==> src/sv/dmpsc_pkg.sv <==
package dmpsc_pkg;

    // Drive saturation in PWM steps; the drive limit is this times unit_div.
    localparam int DRIVE_LIMIT_STEPS = 255;

    localparam int DIV_W    = 8;
    localparam int QUO_W    = $clog2(DRIVE_LIMIT_STEPS + 1);
    localparam int DVD_W    = DIV_W + QUO_W;
    localparam int LIM_W    = $clog2(DRIVE_LIMIT_STEPS * 255 + 1);
    localparam int DRV_W    = LIM_W + 1;
    localparam int CNT_W    = (QUO_W > 1) ? $clog2(QUO_W) : 1;

    localparam int TGT_W    = 13;
    localparam int GAIN_W   = 9;
    localparam int PV_W     = 9;
    localparam int ERR_W    = 14;
    localparam int DIFF_W   = 15;
    localparam int INT_W    = 32;
    localparam int PROD_W   = INT_W + GAIN_W;
    localparam int ACC_W    = PROD_W + 3;

    localparam int PADDR_W  = 5;
    localparam int PDATA_W  = 32;
    localparam int REG_IDX_W = 3;

    localparam logic [REG_IDX_W-1:0] REG_TARGET = 3'd0;
    localparam logic [REG_IDX_W-1:0] REG_BIAS   = 3'd1;
    localparam logic [REG_IDX_W-1:0] REG_KP     = 3'd2;
    localparam logic [REG_IDX_W-1:0] REG_KI     = 3'd3;
    localparam logic [REG_IDX_W-1:0] REG_KD     = 3'd4;
    localparam logic [REG_IDX_W-1:0] REG_DIV    = 3'd5;

    localparam logic [2:0] MUL_KP_R = 3'd0;
    localparam logic [2:0] MUL_KD_R = 3'd1;
    localparam logic [2:0] MUL_KP_L = 3'd2;
    localparam logic [2:0] MUL_KD_L = 3'd3;
    localparam logic [2:0] MUL_KI   = 3'd4;

    localparam logic [2:0] ACC_NONE = 3'd0;
    localparam logic [2:0] ACC_LOAD = 3'd1;
    localparam logic [2:0] ACC_R    = 3'd2;
    localparam logic [2:0] ACC_L    = 3'd3;
    localparam logic [2:0] ACC_SYNC = 3'd4;

    typedef struct packed {
        logic [7:0] right_count;
        logic       right_backward;
        logic [7:0] left_count;
        logic       left_backward;
    } t_in_item;

    typedef struct packed {
        logic       right_reverse;
        logic [7:0] right_duty;
        logic       left_reverse;
        logic [7:0] left_duty;
    } t_out_item;

    typedef struct packed {
        logic signed [TGT_W-1:0]  speed_target;
        logic signed [TGT_W-1:0]  steer_bias;
        logic signed [GAIN_W-1:0] gain_p;
        logic signed [GAIN_W-1:0] gain_i;
        logic signed [GAIN_W-1:0] gain_d;
        logic [DIV_W-1:0]         unit_div;
    } t_cfg;

    typedef struct packed {
        logic       load_in;
        logic       calc_err;
        logic [2:0] mul_sel;
        logic [2:0] acc_op;
        logic       clamp;
        logic       div_start;
        logic       div_left;
        logic       cap_r;
        logic       cap_l;
        logic       out_load;
    } t_cmd;

    typedef struct packed {
        logic div_done;
    } t_status;

endpackage

==> src/sv/dmpsc_cfg.sv <==
module dmpsc_cfg (
    input  logic                           i_clk,
    input  logic                           i_rst_n,
    input  logic                           psel,
    input  logic                           penable,
    input  logic                           pwrite,
    input  logic [dmpsc_pkg::PADDR_W-1:0]  paddr,
    input  logic [dmpsc_pkg::PDATA_W-1:0]  pwdata,
    output logic [dmpsc_pkg::PDATA_W-1:0]  prdata,
    output logic                           pready,
    output dmpsc_pkg::t_cfg                o_cfg
);
    import dmpsc_pkg::*;

    t_cfg                 r_cfg;
    logic [REG_IDX_W-1:0] idx;
    logic                 wr;

    assign idx    = paddr[PADDR_W-1:2];
    assign wr     = psel && penable && pwrite;
    assign pready = 1'b1;
    assign o_cfg  = r_cfg;

    always_ff @(posedge i_clk) begin
        if (!i_rst_n) begin
            r_cfg.speed_target <= '0;
            r_cfg.steer_bias   <= '0;
            r_cfg.gain_p       <= GAIN_W'(50);
            r_cfg.gain_i       <= GAIN_W'(1);
            r_cfg.gain_d       <= GAIN_W'(40);
            r_cfg.unit_div     <= DIV_W'(50);
        end else if (wr) begin
            unique case (idx)
                REG_TARGET: r_cfg.speed_target <= $signed(pwdata[TGT_W-1:0]);
                REG_BIAS:   r_cfg.steer_bias   <= $signed(pwdata[TGT_W-1:0]);
                REG_KP:     r_cfg.gain_p       <= $signed(pwdata[GAIN_W-1:0]);
                REG_KI:     r_cfg.gain_i       <= $signed(pwdata[GAIN_W-1:0]);
                REG_KD:     r_cfg.gain_d       <= $signed(pwdata[GAIN_W-1:0]);
                REG_DIV:    r_cfg.unit_div     <= pwdata[DIV_W-1:0];
                default: begin
                end
            endcase
        end
    end

    always_comb begin
        unique case (idx)
            REG_TARGET: prdata = PDATA_W'($unsigned(r_cfg.speed_target));
            REG_BIAS:   prdata = PDATA_W'($unsigned(r_cfg.steer_bias));
            REG_KP:     prdata = PDATA_W'($unsigned(r_cfg.gain_p));
            REG_KI:     prdata = PDATA_W'($unsigned(r_cfg.gain_i));
            REG_KD:     prdata = PDATA_W'($unsigned(r_cfg.gain_d));
            REG_DIV:    prdata = PDATA_W'(r_cfg.unit_div);
            default:    prdata = '0;
        endcase
    end

endmodule

==> src/sv/dmpsc_div.sv <==
module dmpsc_div (
    input  logic                          i_clk,
    input  logic                          i_rst_n,
    input  logic                          i_start,
    input  logic [dmpsc_pkg::DVD_W-1:0]   i_dividend,
    input  logic [dmpsc_pkg::DIV_W-1:0]   i_divisor,
    output logic                          o_done,
    output logic [dmpsc_pkg::QUO_W-1:0]   o_quo
);
    import dmpsc_pkg::*;

    logic             r_busy;
    logic             r_done;
    logic [CNT_W-1:0] r_cnt;
    logic [DVD_W-1:0] r_rem;
    logic [DVD_W-1:0] r_dsr;
    logic [QUO_W-1:0] r_quo;
    logic [DVD_W:0]   trial;

    // Restoring division, one quotient bit per cycle, divisor pre-shifted.
    assign trial = {1'b0, r_rem} - {1'b0, r_dsr};

    always_ff @(posedge i_clk) begin
        if (!i_rst_n) begin
            r_busy <= 1'b0;
            r_done <= 1'b0;
            r_cnt  <= '0;
        end else begin
            r_done <= 1'b0;
            if (i_start) begin
                r_busy <= 1'b1;
                r_cnt  <= '0;
            end else if (r_busy) begin
                r_cnt <= r_cnt + CNT_W'(1);
                if (r_cnt == CNT_W'(QUO_W - 1)) begin
                    r_busy <= 1'b0;
                    r_done <= 1'b1;
                end
            end
        end
    end

    always_ff @(posedge i_clk) begin
        if (i_start) begin
            r_rem <= i_dividend;
            r_dsr <= DVD_W'(i_divisor) << (QUO_W - 1);
            r_quo <= '0;
        end else if (r_busy) begin
            if (!trial[DVD_W]) begin
                r_rem <= trial[DVD_W-1:0];
            end
            r_dsr <= r_dsr >> 1;
            r_quo <= {r_quo[QUO_W-2:0], !trial[DVD_W]};
        end
    end

    assign o_done = r_done;
    assign o_quo  = r_quo;

    a_done_after_busy: assert property (@(posedge i_clk) disable iff (!i_rst_n)
        r_done |-> $past(r_busy))
        else $error("divider done without a running division");

    a_start_runs: assert property (@(posedge i_clk) disable iff (!i_rst_n)
        i_start |=> (r_busy && !r_done))
        else $error("divider not running after start");

endmodule

==> src/sv/dmpsc_datapath.sv <==
module dmpsc_datapath (
    input  logic                   i_clk,
    input  logic                   i_rst_n,
    input  dmpsc_pkg::t_cfg        i_cfg,
    input  dmpsc_pkg::t_in_item    i_in_data,
    input  dmpsc_pkg::t_cmd        i_cmd,
    output dmpsc_pkg::t_status     o_status,
    output dmpsc_pkg::t_out_item   o_out_data
);
    import dmpsc_pkg::*;

    logic signed [PV_W-1:0]   r_pv_r, r_pv_l;
    logic signed [ERR_W-1:0]  r_err_r, r_err_l;
    logic signed [ERR_W-1:0]  r_last_r, r_last_l;
    logic signed [DIFF_W-1:0] r_diff_r, r_diff_l;
    logic signed [INT_W-1:0]  r_integ;
    logic signed [DRV_W-1:0]  r_drive_r, r_drive_l;
    logic [LIM_W-1:0]         r_lim;
    logic [DIV_W-1:0]         r_div;
    logic signed [PROD_W-1:0] r_prod;
    logic signed [ACC_W-1:0]  r_acc_r, r_acc_l;
    logic [QUO_W-1:0]         r_q_r;
    t_out_item                r_out;

    logic signed [PV_W-1:0]   n_pv_r, n_pv_l;
    logic [DIV_W-1:0]         n_div;
    logic signed [INT_W-1:0]  bias_term;
    logic signed [INT_W-1:0]  mul_a;
    logic signed [GAIN_W-1:0] mul_b;
    logic signed [ACC_W-1:0]  lim_pos, lim_neg;
    logic signed [DRV_W-1:0]  mag_r, mag_l, mag_sel;
    logic                     div_done;
    logic [QUO_W-1:0]         div_quo;

    function automatic logic [7:0] duty_of(logic [QUO_W-1:0] q, logic rev);
        int d;
        d = rev ? 255 - int'(q) : int'(q);
        if (d > 255) d = 255;
        if (d < 0) d = 0;
        return 8'(d);
    endfunction

    assign n_pv_r = i_in_data.right_backward ? -$signed({1'b0, i_in_data.right_count})
                                             :  $signed({1'b0, i_in_data.right_count});
    assign n_pv_l = i_in_data.left_backward ? -$signed({1'b0, i_in_data.left_count})
                                            :  $signed({1'b0, i_in_data.left_count});
    assign n_div  = (i_cfg.unit_div == '0) ? DIV_W'(1) : i_cfg.unit_div;

    // Steering bias follows the sign of the target.
    assign bias_term = (i_cfg.speed_target >= 0) ?  INT_W'(i_cfg.steer_bias)
                                                 : -INT_W'(i_cfg.steer_bias);

    always_ff @(posedge i_clk) begin
        if (i_cmd.load_in) begin
            r_pv_r <= n_pv_r;
            r_pv_l <= n_pv_l;
        end
        if (i_cmd.calc_err) begin
            r_err_r <= ERR_W'(i_cfg.speed_target) - ERR_W'(r_pv_r);
            r_err_l <= ERR_W'(i_cfg.speed_target) - ERR_W'(r_pv_l);
            r_div   <= n_div;
            r_lim   <= LIM_W'(DRIVE_LIMIT_STEPS * int'(n_div));
        end
        r_diff_r <= DIFF_W'(r_err_r) - DIFF_W'(r_last_r);
        r_diff_l <= DIFF_W'(r_err_l) - DIFF_W'(r_last_l);
    end

    // Shared multiplier, one product per cycle.
    always_comb begin
        unique case (i_cmd.mul_sel)
            MUL_KP_R: begin
                mul_a = INT_W'(r_err_r);
                mul_b = i_cfg.gain_p;
            end
            MUL_KD_R: begin
                mul_a = INT_W'(r_diff_r);
                mul_b = i_cfg.gain_d;
            end
            MUL_KP_L: begin
                mul_a = INT_W'(r_err_l);
                mul_b = i_cfg.gain_p;
            end
            MUL_KD_L: begin
                mul_a = INT_W'(r_diff_l);
                mul_b = i_cfg.gain_d;
            end
            default: begin
                mul_a = r_integ;
                mul_b = i_cfg.gain_i;
            end
        endcase
    end

    always_ff @(posedge i_clk) begin
        r_prod <= PROD_W'(mul_a) * PROD_W'(mul_b);
    end

    always_ff @(posedge i_clk) begin
        unique case (i_cmd.acc_op)
            ACC_LOAD: begin
                r_acc_r <= ACC_W'(r_drive_r);
                r_acc_l <= ACC_W'(r_drive_l);
            end
            ACC_R: r_acc_r <= r_acc_r + ACC_W'(r_prod);
            ACC_L: r_acc_l <= r_acc_l + ACC_W'(r_prod);
            ACC_SYNC: begin
                r_acc_r <= r_acc_r - ACC_W'(r_prod);
                r_acc_l <= r_acc_l + ACC_W'(r_prod);
            end
            default: begin
            end
        endcase
    end

    assign lim_pos = $signed(ACC_W'(r_lim));
    assign lim_neg = -lim_pos;

    always_ff @(posedge i_clk) begin
        if (!i_rst_n) begin
            r_integ   <= '0;
            r_drive_r <= '0;
            r_drive_l <= '0;
            r_last_r  <= '0;
            r_last_l  <= '0;
        end else begin
            if (i_cmd.calc_err) begin
                r_integ <= r_integ + INT_W'(r_pv_r) - INT_W'(r_pv_l) + bias_term;
            end
            if (i_cmd.clamp) begin
                r_last_r <= r_err_r;
                r_last_l <= r_err_l;
                priority if (r_acc_r > lim_pos) r_drive_r <= DRV_W'(lim_pos);
                else if (r_acc_r < lim_neg)     r_drive_r <= DRV_W'(lim_neg);
                else                            r_drive_r <= DRV_W'(r_acc_r);
                priority if (r_acc_l > lim_pos) r_drive_l <= DRV_W'(lim_pos);
                else if (r_acc_l < lim_neg)     r_drive_l <= DRV_W'(lim_neg);
                else                            r_drive_l <= DRV_W'(r_acc_l);
            end
        end
    end

    assign mag_r   = r_drive_r[DRV_W-1] ? -r_drive_r : r_drive_r;
    assign mag_l   = r_drive_l[DRV_W-1] ? -r_drive_l : r_drive_l;
    assign mag_sel = i_cmd.div_left ? mag_l : mag_r;

    dmpsc_div u_div (
        .i_clk      (i_clk),
        .i_rst_n    (i_rst_n),
        .i_start    (i_cmd.div_start),
        .i_dividend (DVD_W'(mag_sel[LIM_W-1:0])),
        .i_divisor  (r_div),
        .o_done     (div_done),
        .o_quo      (div_quo)
    );

    // Quotient of a negative drive is negative only when nonzero.
    always_ff @(posedge i_clk) begin
        if (i_cmd.cap_r) begin
            r_q_r <= div_quo;
        end
        if (i_cmd.cap_l) begin
            r_out.right_reverse <= r_drive_r[DRV_W-1] && (r_q_r != '0);
            r_out.right_duty    <= duty_of(r_q_r, r_drive_r[DRV_W-1] && (r_q_r != '0));
            r_out.left_reverse  <= r_drive_l[DRV_W-1] && (div_quo != '0);
            r_out.left_duty     <= duty_of(div_quo, r_drive_l[DRV_W-1] && (div_quo != '0));
        end
    end

    // The output register is only copied out when the outgoing stage is free.
    t_out_item r_hold;
    always_ff @(posedge i_clk) begin
        if (i_cmd.out_load) begin
            r_hold <= r_out;
        end
    end

    assign o_status.div_done = div_done;
    assign o_out_data        = r_hold;

    a_quo_in_range: assert property (@(posedge i_clk) disable iff (!i_rst_n)
        (i_cmd.cap_r || i_cmd.cap_l) |-> (int'(div_quo) <= DRIVE_LIMIT_STEPS))
        else $error("drive quotient beyond the step limit");

endmodule

==> src/sv/dmpsc_ctrl.sv <==
module dmpsc_ctrl (
    input  logic                i_clk,
    input  logic                i_rst_n,
    input  logic                i_in_valid,
    output logic                o_in_stall,
    output logic                o_out_valid,
    input  logic                i_out_stall,
    input  dmpsc_pkg::t_status  i_status,
    output dmpsc_pkg::t_cmd     o_cmd
);
    import dmpsc_pkg::*;

    localparam logic [3:0] ST_IDLE      = 4'd0;
    localparam logic [3:0] ST_ERR       = 4'd1;
    localparam logic [3:0] ST_M1        = 4'd2;
    localparam logic [3:0] ST_M2        = 4'd3;
    localparam logic [3:0] ST_M3        = 4'd4;
    localparam logic [3:0] ST_M4        = 4'd5;
    localparam logic [3:0] ST_M5        = 4'd6;
    localparam logic [3:0] ST_SYNC      = 4'd7;
    localparam logic [3:0] ST_CLAMP     = 4'd8;
    localparam logic [3:0] ST_DIVR_GO   = 4'd9;
    localparam logic [3:0] ST_DIVR_WAIT = 4'd10;
    localparam logic [3:0] ST_DIVL_GO   = 4'd11;
    localparam logic [3:0] ST_DIVL_WAIT = 4'd12;
    localparam logic [3:0] ST_OUT       = 4'd13;

    logic [3:0] r_state, n_state;
    logic       r_out_valid, n_out_valid;
    logic       out_free;
    t_cmd       cmd;

    assign out_free = !r_out_valid || !i_out_stall;

    always_comb begin
        n_state = r_state;
        cmd     = '0;
        cmd.mul_sel = MUL_KI;
        cmd.acc_op  = ACC_NONE;
        unique case (r_state)
            ST_IDLE: begin
                if (i_in_valid) begin
                    cmd.load_in = 1'b1;
                    n_state     = ST_ERR;
                end
            end
            ST_ERR: begin
                cmd.calc_err = 1'b1;
                cmd.acc_op   = ACC_LOAD;
                n_state      = ST_M1;
            end
            ST_M1: begin
                cmd.mul_sel = MUL_KP_R;
                n_state     = ST_M2;
            end
            ST_M2: begin
                cmd.mul_sel = MUL_KD_R;
                cmd.acc_op  = ACC_R;
                n_state     = ST_M3;
            end
            ST_M3: begin
                cmd.mul_sel = MUL_KP_L;
                cmd.acc_op  = ACC_R;
                n_state     = ST_M4;
            end
            ST_M4: begin
                cmd.mul_sel = MUL_KD_L;
                cmd.acc_op  = ACC_L;
                n_state     = ST_M5;
            end
            ST_M5: begin
                cmd.mul_sel = MUL_KI;
                cmd.acc_op  = ACC_L;
                n_state     = ST_SYNC;
            end
            ST_SYNC: begin
                cmd.acc_op = ACC_SYNC;
                n_state    = ST_CLAMP;
            end
            ST_CLAMP: begin
                cmd.clamp = 1'b1;
                n_state   = ST_DIVR_GO;
            end
            ST_DIVR_GO: begin
                cmd.div_start = 1'b1;
                n_state       = ST_DIVR_WAIT;
            end
            ST_DIVR_WAIT: begin
                if (i_status.div_done) begin
                    cmd.cap_r = 1'b1;
                    n_state   = ST_DIVL_GO;
                end
            end
            ST_DIVL_GO: begin
                cmd.div_start = 1'b1;
                cmd.div_left  = 1'b1;
                n_state       = ST_DIVL_WAIT;
            end
            ST_DIVL_WAIT: begin
                if (i_status.div_done) begin
                    cmd.cap_l = 1'b1;
                    n_state   = ST_OUT;
                end
            end
            ST_OUT: begin
                if (out_free) begin
                    cmd.out_load = 1'b1;
                    n_state      = ST_IDLE;
                end
            end
            default: n_state = ST_IDLE;
        endcase
    end

    always_comb begin
        n_out_valid = r_out_valid;
        if (cmd.out_load) begin
            n_out_valid = 1'b1;
        end else if (!i_out_stall) begin
            n_out_valid = 1'b0;
        end
    end

    always_ff @(posedge i_clk) begin
        if (!i_rst_n) begin
            r_state     <= ST_IDLE;
            r_out_valid <= 1'b0;
        end else begin
            r_state     <= n_state;
            r_out_valid <= n_out_valid;
        end
    end

    assign o_in_stall  = (r_state != ST_IDLE);
    assign o_out_valid = r_out_valid;
    assign o_cmd       = cmd;

    a_out_leaves: assert property (@(posedge i_clk) disable iff (!i_rst_n)
        (r_state == ST_OUT && out_free) |=> (r_state == ST_IDLE && r_out_valid))
        else $error("finished result not moved to the output register");

    a_valid_source: assert property (@(posedge i_clk) disable iff (!i_rst_n)
        $rose(r_out_valid) |-> ($past(r_state) == ST_OUT))
        else $error("output valid raised outside the output step");

    a_accept_starts: assert property (@(posedge i_clk) disable iff (!i_rst_n)
        (i_in_valid && !o_in_stall) |=> (r_state == ST_ERR))
        else $error("accepted request did not start processing");

endmodule

==> src/sv/dual_motor_pd_sync_speed_control.sv <==
// Dual motor speed controller: two incremental PD loops tied by a shared
// synchronizing integral of the right-minus-left speed difference.
// Input channel: one request per sample period carrying both encoder counts
// and direction bits; taken when i_in_valid is high and o_in_stall is low.
// Output channel: right/left direction bits and 8-bit PWM duty words, held
// in an output register until taken (o_out_valid high, i_out_stall low).
// Configuration: APB-style writes of target, bias, gains and unit_div at
// byte address 4*index; pready is always high, reads return the register.
// Each request passes through the error step, five passes through the
// shared multiplier, the sync and clamp steps and the shared restoring
// divider, run once per motor; one request is processed at a time, so
// no new request is taken before the last one is through.
// A stalled receiver leaves the result in the output register; the block
// still takes and processes the next request, holding it until the output
// register frees up. Synchronous active-low reset clears the drives, last
// errors, integral and handshake state and restores the register defaults.
module dual_motor_pd_sync_speed_control (
    input  logic                           i_clk,
    input  logic                           i_rst_n,
    input  logic                           i_in_valid,
    output logic                           o_in_stall,
    input  dmpsc_pkg::t_in_item            i_in_data,
    output logic                           o_out_valid,
    input  logic                           i_out_stall,
    output dmpsc_pkg::t_out_item           o_out_data,
    input  logic                           psel,
    input  logic                           penable,
    input  logic                           pwrite,
    input  logic [dmpsc_pkg::PADDR_W-1:0]  paddr,
    input  logic [dmpsc_pkg::PDATA_W-1:0]  pwdata,
    output logic [dmpsc_pkg::PDATA_W-1:0]  prdata,
    output logic                           pready
);
    import dmpsc_pkg::*;

    t_cfg    cfg;
    t_cmd    cmd;
    t_status status;

    dmpsc_cfg u_cfg (
        .i_clk   (i_clk),
        .i_rst_n (i_rst_n),
        .psel    (psel),
        .penable (penable),
        .pwrite  (pwrite),
        .paddr   (paddr),
        .pwdata  (pwdata),
        .prdata  (prdata),
        .pready  (pready),
        .o_cfg   (cfg)
    );

    dmpsc_datapath u_dp (
        .i_clk      (i_clk),
        .i_rst_n    (i_rst_n),
        .i_cfg      (cfg),
        .i_in_data  (i_in_data),
        .i_cmd      (cmd),
        .o_status   (status),
        .o_out_data (o_out_data)
    );

    dmpsc_ctrl u_ctrl (
        .i_clk       (i_clk),
        .i_rst_n     (i_rst_n),
        .i_in_valid  (i_in_valid),
        .o_in_stall  (o_in_stall),
        .o_out_valid (o_out_valid),
        .i_out_stall (i_out_stall),
        .i_status    (status),
        .o_cmd       (cmd)
    );

endmodule

==> config.mk <==
export PLATFORM = sky130hd
export DESIGN_NAME = dual_motor_pd_sync_speed_control
export DESIGN_NICKNAME = d
export VERILOG_FILES = /design/src/sv/dmpsc_pkg.sv /design/src/sv/dmpsc_cfg.sv /design/src/sv/dmpsc_div.sv /design/src/sv/dmpsc_datapath.sv /design/src/sv/dmpsc_ctrl.sv /design/src/sv/dual_motor_pd_sync_speed_control.sv
export SDC_FILE = /design/constraint.sdc
export NUM_CORES = 2
export LEC_CHECK = 0
export ABC_AREA = 1
export BUFFER_PORTS_ARGS = -buffer_cell sky130_fd_sc_hd__buf_2
export CAP_MARGIN = 25
export CORE_ASPECT_RATIO = 1.1
export CORE_MARGIN = 8
export CORE_UTILIZATION = 40
export DETAILED_ROUTE_END_ITERATION = 10
export PLACE_DENSITY = 0.58
export SYNTH_ARGS = -nofsm -noshare
export SYNTH_HDL_FRONTEND = slang
export SYNTH_SLANG_ARGS = --single-unit
==> constraint.sdc <==
create_clock -name i_clk -period 14.6 [get_ports i_clk]
set_input_delay 2.92 -clock i_clk [delete_from_list [all_inputs] [get_ports i_clk]]
set_output_delay 2.92 -clock i_clk [all_outputs]
set_load 0.01 [all_outputs]
==> flow_summary_export.csv <==
group,metric,value,unit
routing,routed_via_density,5.27,
hold_path,hold_path.class,"reg2reg",
floorplanning,dieWidth,342,µm
yosys,post_synth_num_cell_types,60,
placed_design,routabilityCongestion,0.967,
global_route,groute.usage.overall,22.5,%
timing,slew_headroom,30.0,%
setup_path,timing.critical_path.mode_cell,"nand2_1",
placed_design,place_area,48700,µm²
final_layout,share_of_layout_cells_above_drive_strength_1,5.12,%
pwr,cellPowerDensity,248,nW/µm²
setup_path,crit_family,"adder cells",
final_layout,final_area,50800,µm²
global_route,grt_pass1_vias,40528,
routing,routed_wl,148000,µm
yosys,yosys-top-cells-count,"1221 x nand2_1, 915 x inv_1, 724 x nor2_1",
placed_design,placement.setup.worst_slack,5.92,ns
setup_path,cp_slowest_stage_delay,0.55,ns
timing,fmax,0.114,GHz
yosys,asyncSetResetFlopFracSynth,0,%
floorplanning,die_height,374,µm
setup_path,wp_data_required,15.12,ns
floorplanning,initial_core_util,40.3,%
setup_path,timing.critical_path.depth,33,
floorplanning,floorplan.io_pins,115,
clock_network,clock-sinks,476,
pwr,power.leakage,23.6,nW
flow_run,max-cap-violations,0,
placed_design,place.port_buffers,73,
timing,fin_tns_setup,0,ns
yosys,synth_top_flop_cell,"dfxtp_1",
yosys,ys_seq_elements,476,
setup_path,worst-path-buf-inv,10,
yosys,most_numerous_cell_in_the_yosys_netlist,"nand2_1",
global_route,grt_max_degree,59,
routing,dr.pass1.iters,6,
routing,wl_per_cell,19.0,µm
final_layout,final_nets,7016,
floorplanning,placementRows,131,
yosys,synth_enable_flop_cells,225,
yosys,yosys_warnings,0,
clock_network,cts-buffers-inserted,59,
setup_path,sort_of_element_at_the_start_of_the_critical_path,"flip-flop",
global_route,grt_pass1_wl,229000,µm
setup_path,critical_path_arrival,9.26,ns
run_status,outcome,"complete, no violations",
yosys,proportion_of_synthesized_chip_area_in_sequential_cells,25.2,%
timing,finClkSkew,0.0708,ns
timing,min_period,8.73,ns
timing,final-setup-viol-count,0,
yosys,synth_largest_area_cell,"edfxtp_1",
timing,hold_slack_final,0.418,ns
clock_network,clock_insertion_delay_worst_skew,0.71,ns
floorplanning,dieArea,128000,µm²
setup_path,timing.reg2reg.worst_path_depth,33,
floorplanning,fp.coreArea,116000,µm²
yosys,syn_avg_cell_area,7.60,µm²
pwr,totalPowerFinal,12.6,mW
timing,fin_crit_sh,59.8,%
timing,worst-slew-pin-transition,1.04,ns
clock_network,cts_tree,"yes",
global_route,globalRouteOverflowTotal,0,
clock_network,cts.hold.buffers_added,0,
pwr,ir_drop,152,µV
clock_network,clockRootBuffer,"clkbuf_16",
clock_network,post_cts_resize_count,0,
timing,final-max-slew-violation-count,0,
placed_design,place.detailed.hpwl,121000,µm
final_layout,area.growth.synth_to_final,8.83,%
setup_path,path_max_fanout,31,
timing,timing.final.ws_setup,5.87,ns
global_route,antenna_found_initial,7,
setup_path,crit_path_end_kind,"flip-flop",
clock_network,cts.path.max_buffers,3,
routing,drc_errors,0,
hold_path,min_delay_path_depth,0,
yosys,syn_inst,6146,
yosys,synthesis.area,46700,µm²
yosys,yosysTopAreaCellShare,14.5,%
yosys,synth.top_cells.by_area,"edfxtp_1 14%, fa_1 14%, ha_1 12%",
routing,antenna_violating_nets_post_route,0,
timing,unrepaired_setup_endpoints_after_global_routing,"no",
clock_network,clk_transition_reported_paths,0.06,ns
setup_path,critical_path_class,"reg2reg",
setup_path,crit_slowest_cell,"a21boi_0",
routing,num_vias,40957,
routing,initialDrtViolationCount,2603,
clock_network,cts_max_level,2,
final_layout,fillers,11871,
clock_network,post-cts-setup-buffers,0,
timing,report.final.hold_viol_count,0,
==> state kept, by name, indices dropped and copies added (netlist names), 9 cells and up <==
| register | count |
|---|---|
| u_cfg.o_cfg | 61 |
| u_dp.r_acc_l | 44 |
| u_dp.r_acc_r | 44 |
| u_dp.r_prod | 41 |
| u_dp.r_integ | 32 |
| u_dp.o_out_data | 18 |
| u_dp.r_out | 18 |
| u_dp.r_drive_l | 17 |
| u_dp.r_drive_r | 17 |
| u_dp.u_div.r_rem | 16 |
| u_dp.r_diff_l | 15 |
| u_dp.r_diff_r | 15 |
| u_dp.r_lim | 15 |
| u_dp.u_div.r_dsr | 15 |
| u_dp.r_err_l | 14 |
| u_dp.r_err_r | 14 |
| u_dp.r_last_l | 14 |
| u_dp.r_last_r | 14 |
| u_dp.r_pv_l | 9 |
| u_dp.r_pv_r | 9 |
==> cell type report <==
| type | count | area [µm²] | share of cell area, % |
|---|---|---|---|
| Multi-Input combinational cell | 4598 | 30800 | 60.5 |
| Clock buffer | 65 | 1540 | 3.03 |
| Clock inverter | 46 | 531 | 1.04 |
| Tap cell | 1529 | 1910 | 3.77 |
| Antenna cell | 2 | 5.00 | 0.00985 |
| Inverter | 937 | 3520 | 6.93 |
| Timing Repair Buffer | 122 | 764 | 1.50 |
| Sequential cell | 476 | 11800 | 23.2 |
==> cell usage in the layout (no fill, tap or decap), types with 13 or more instances in the layout <==
cell,count
a21o_1,28
o21a_1,13
xnor2_1,90
edfxtp_1,225
ha_1,436
dfxtp_1,251
a31oi_1,36
a21oi_1,459
buf_4,43
or2_2,19
o31ai_1,16
clkbuf_16,60
nor4_1,32
o21ai_0,457
nand2_1,1219
xor2_1,171
a221oi_1,18
o21ai_2,18
nor2_1,719
inv_2,19
o22ai_1,20
nand4_1,47
o211ai_1,23
nand3_1,216
a21boi_0,23
conb_1,20
fa_1,324
clkinv_2,13
o21bai_1,21
buf_2,74
nor3_1,60
inv_1,911
==> power breakdown <==
| part | leakage [nW] | internal (mW) | total, mW | switching (mW) |
|---|---|---|---|---|
| clock | 0.991 | 0.910 | 1.58 | 0.668 |
| sequential | 4.16 | 1.85 | 2.26 | 0.413 |
| combinational | 18.4 | 3.16 | 8.78 | 5.63 |
| total | 23.6 | 5.91 | 12.6 | 6.71 |
==> per-stage QoR <==
| stage | cells | util, % |
|---|---|---|
| final | 7775 | 43.8 |
| after CTS | 7770 | 43.8 |
| after floorplan | 6164 | - |
| after detailed placement | 7659 | 42.0 |
| after global placement | 7655 | 42.0 |
| after global routing | 7775 | 43.8 |
==> cell families (layout without fill, tap and decap cells) <==
family | after synthesis | after routing | synth area share [%]
adders and majority gates | 760 | 760 | 25.6
other | 2 | 22 | 0.0161
buffers and inverters | 1090 | 1170 | 9.15
DFF | 476 | 476 | 25.2
and+or+nand+nor | 2363 | 2363 | 20.6
xor gates and xnor gates | 261 | 261 | 4.90
AOI/OAI and AO/OA | 1194 | 1194 | 14.5
==> metal layers <==
| metal | up-vias | part of all wire (%) | track usage [%] |
|---|---|---|---|
| met1 | 19503 | 42 | 28.2 |
| met5 | - | 0 | 0 |
| met3 | 260 | 4.7 | 2.44 |
| met4 | 0 | 4.0 | 8.15 |
| li1 | 20166 | - | - |
| met2 | 1028 | 49 | 39.8 |
==> worst paths after layout <==
kind | start | endpoint | slack (ns)
setup / recovery | u_ctrl.r_state[1] | u_dp.r_prod[29] | 5.87
hold / removal | u_dp.r_out[13] | u_dp.o_out_data[13] | 0.42
setup reg to reg | u_ctrl.r_state[1] | u_dp.r_prod[29] | 5.87
hold reg to reg | u_dp.r_out[13] | u_dp.o_out_data[13] | 0.42
Power figures use the tool's default switching activity.
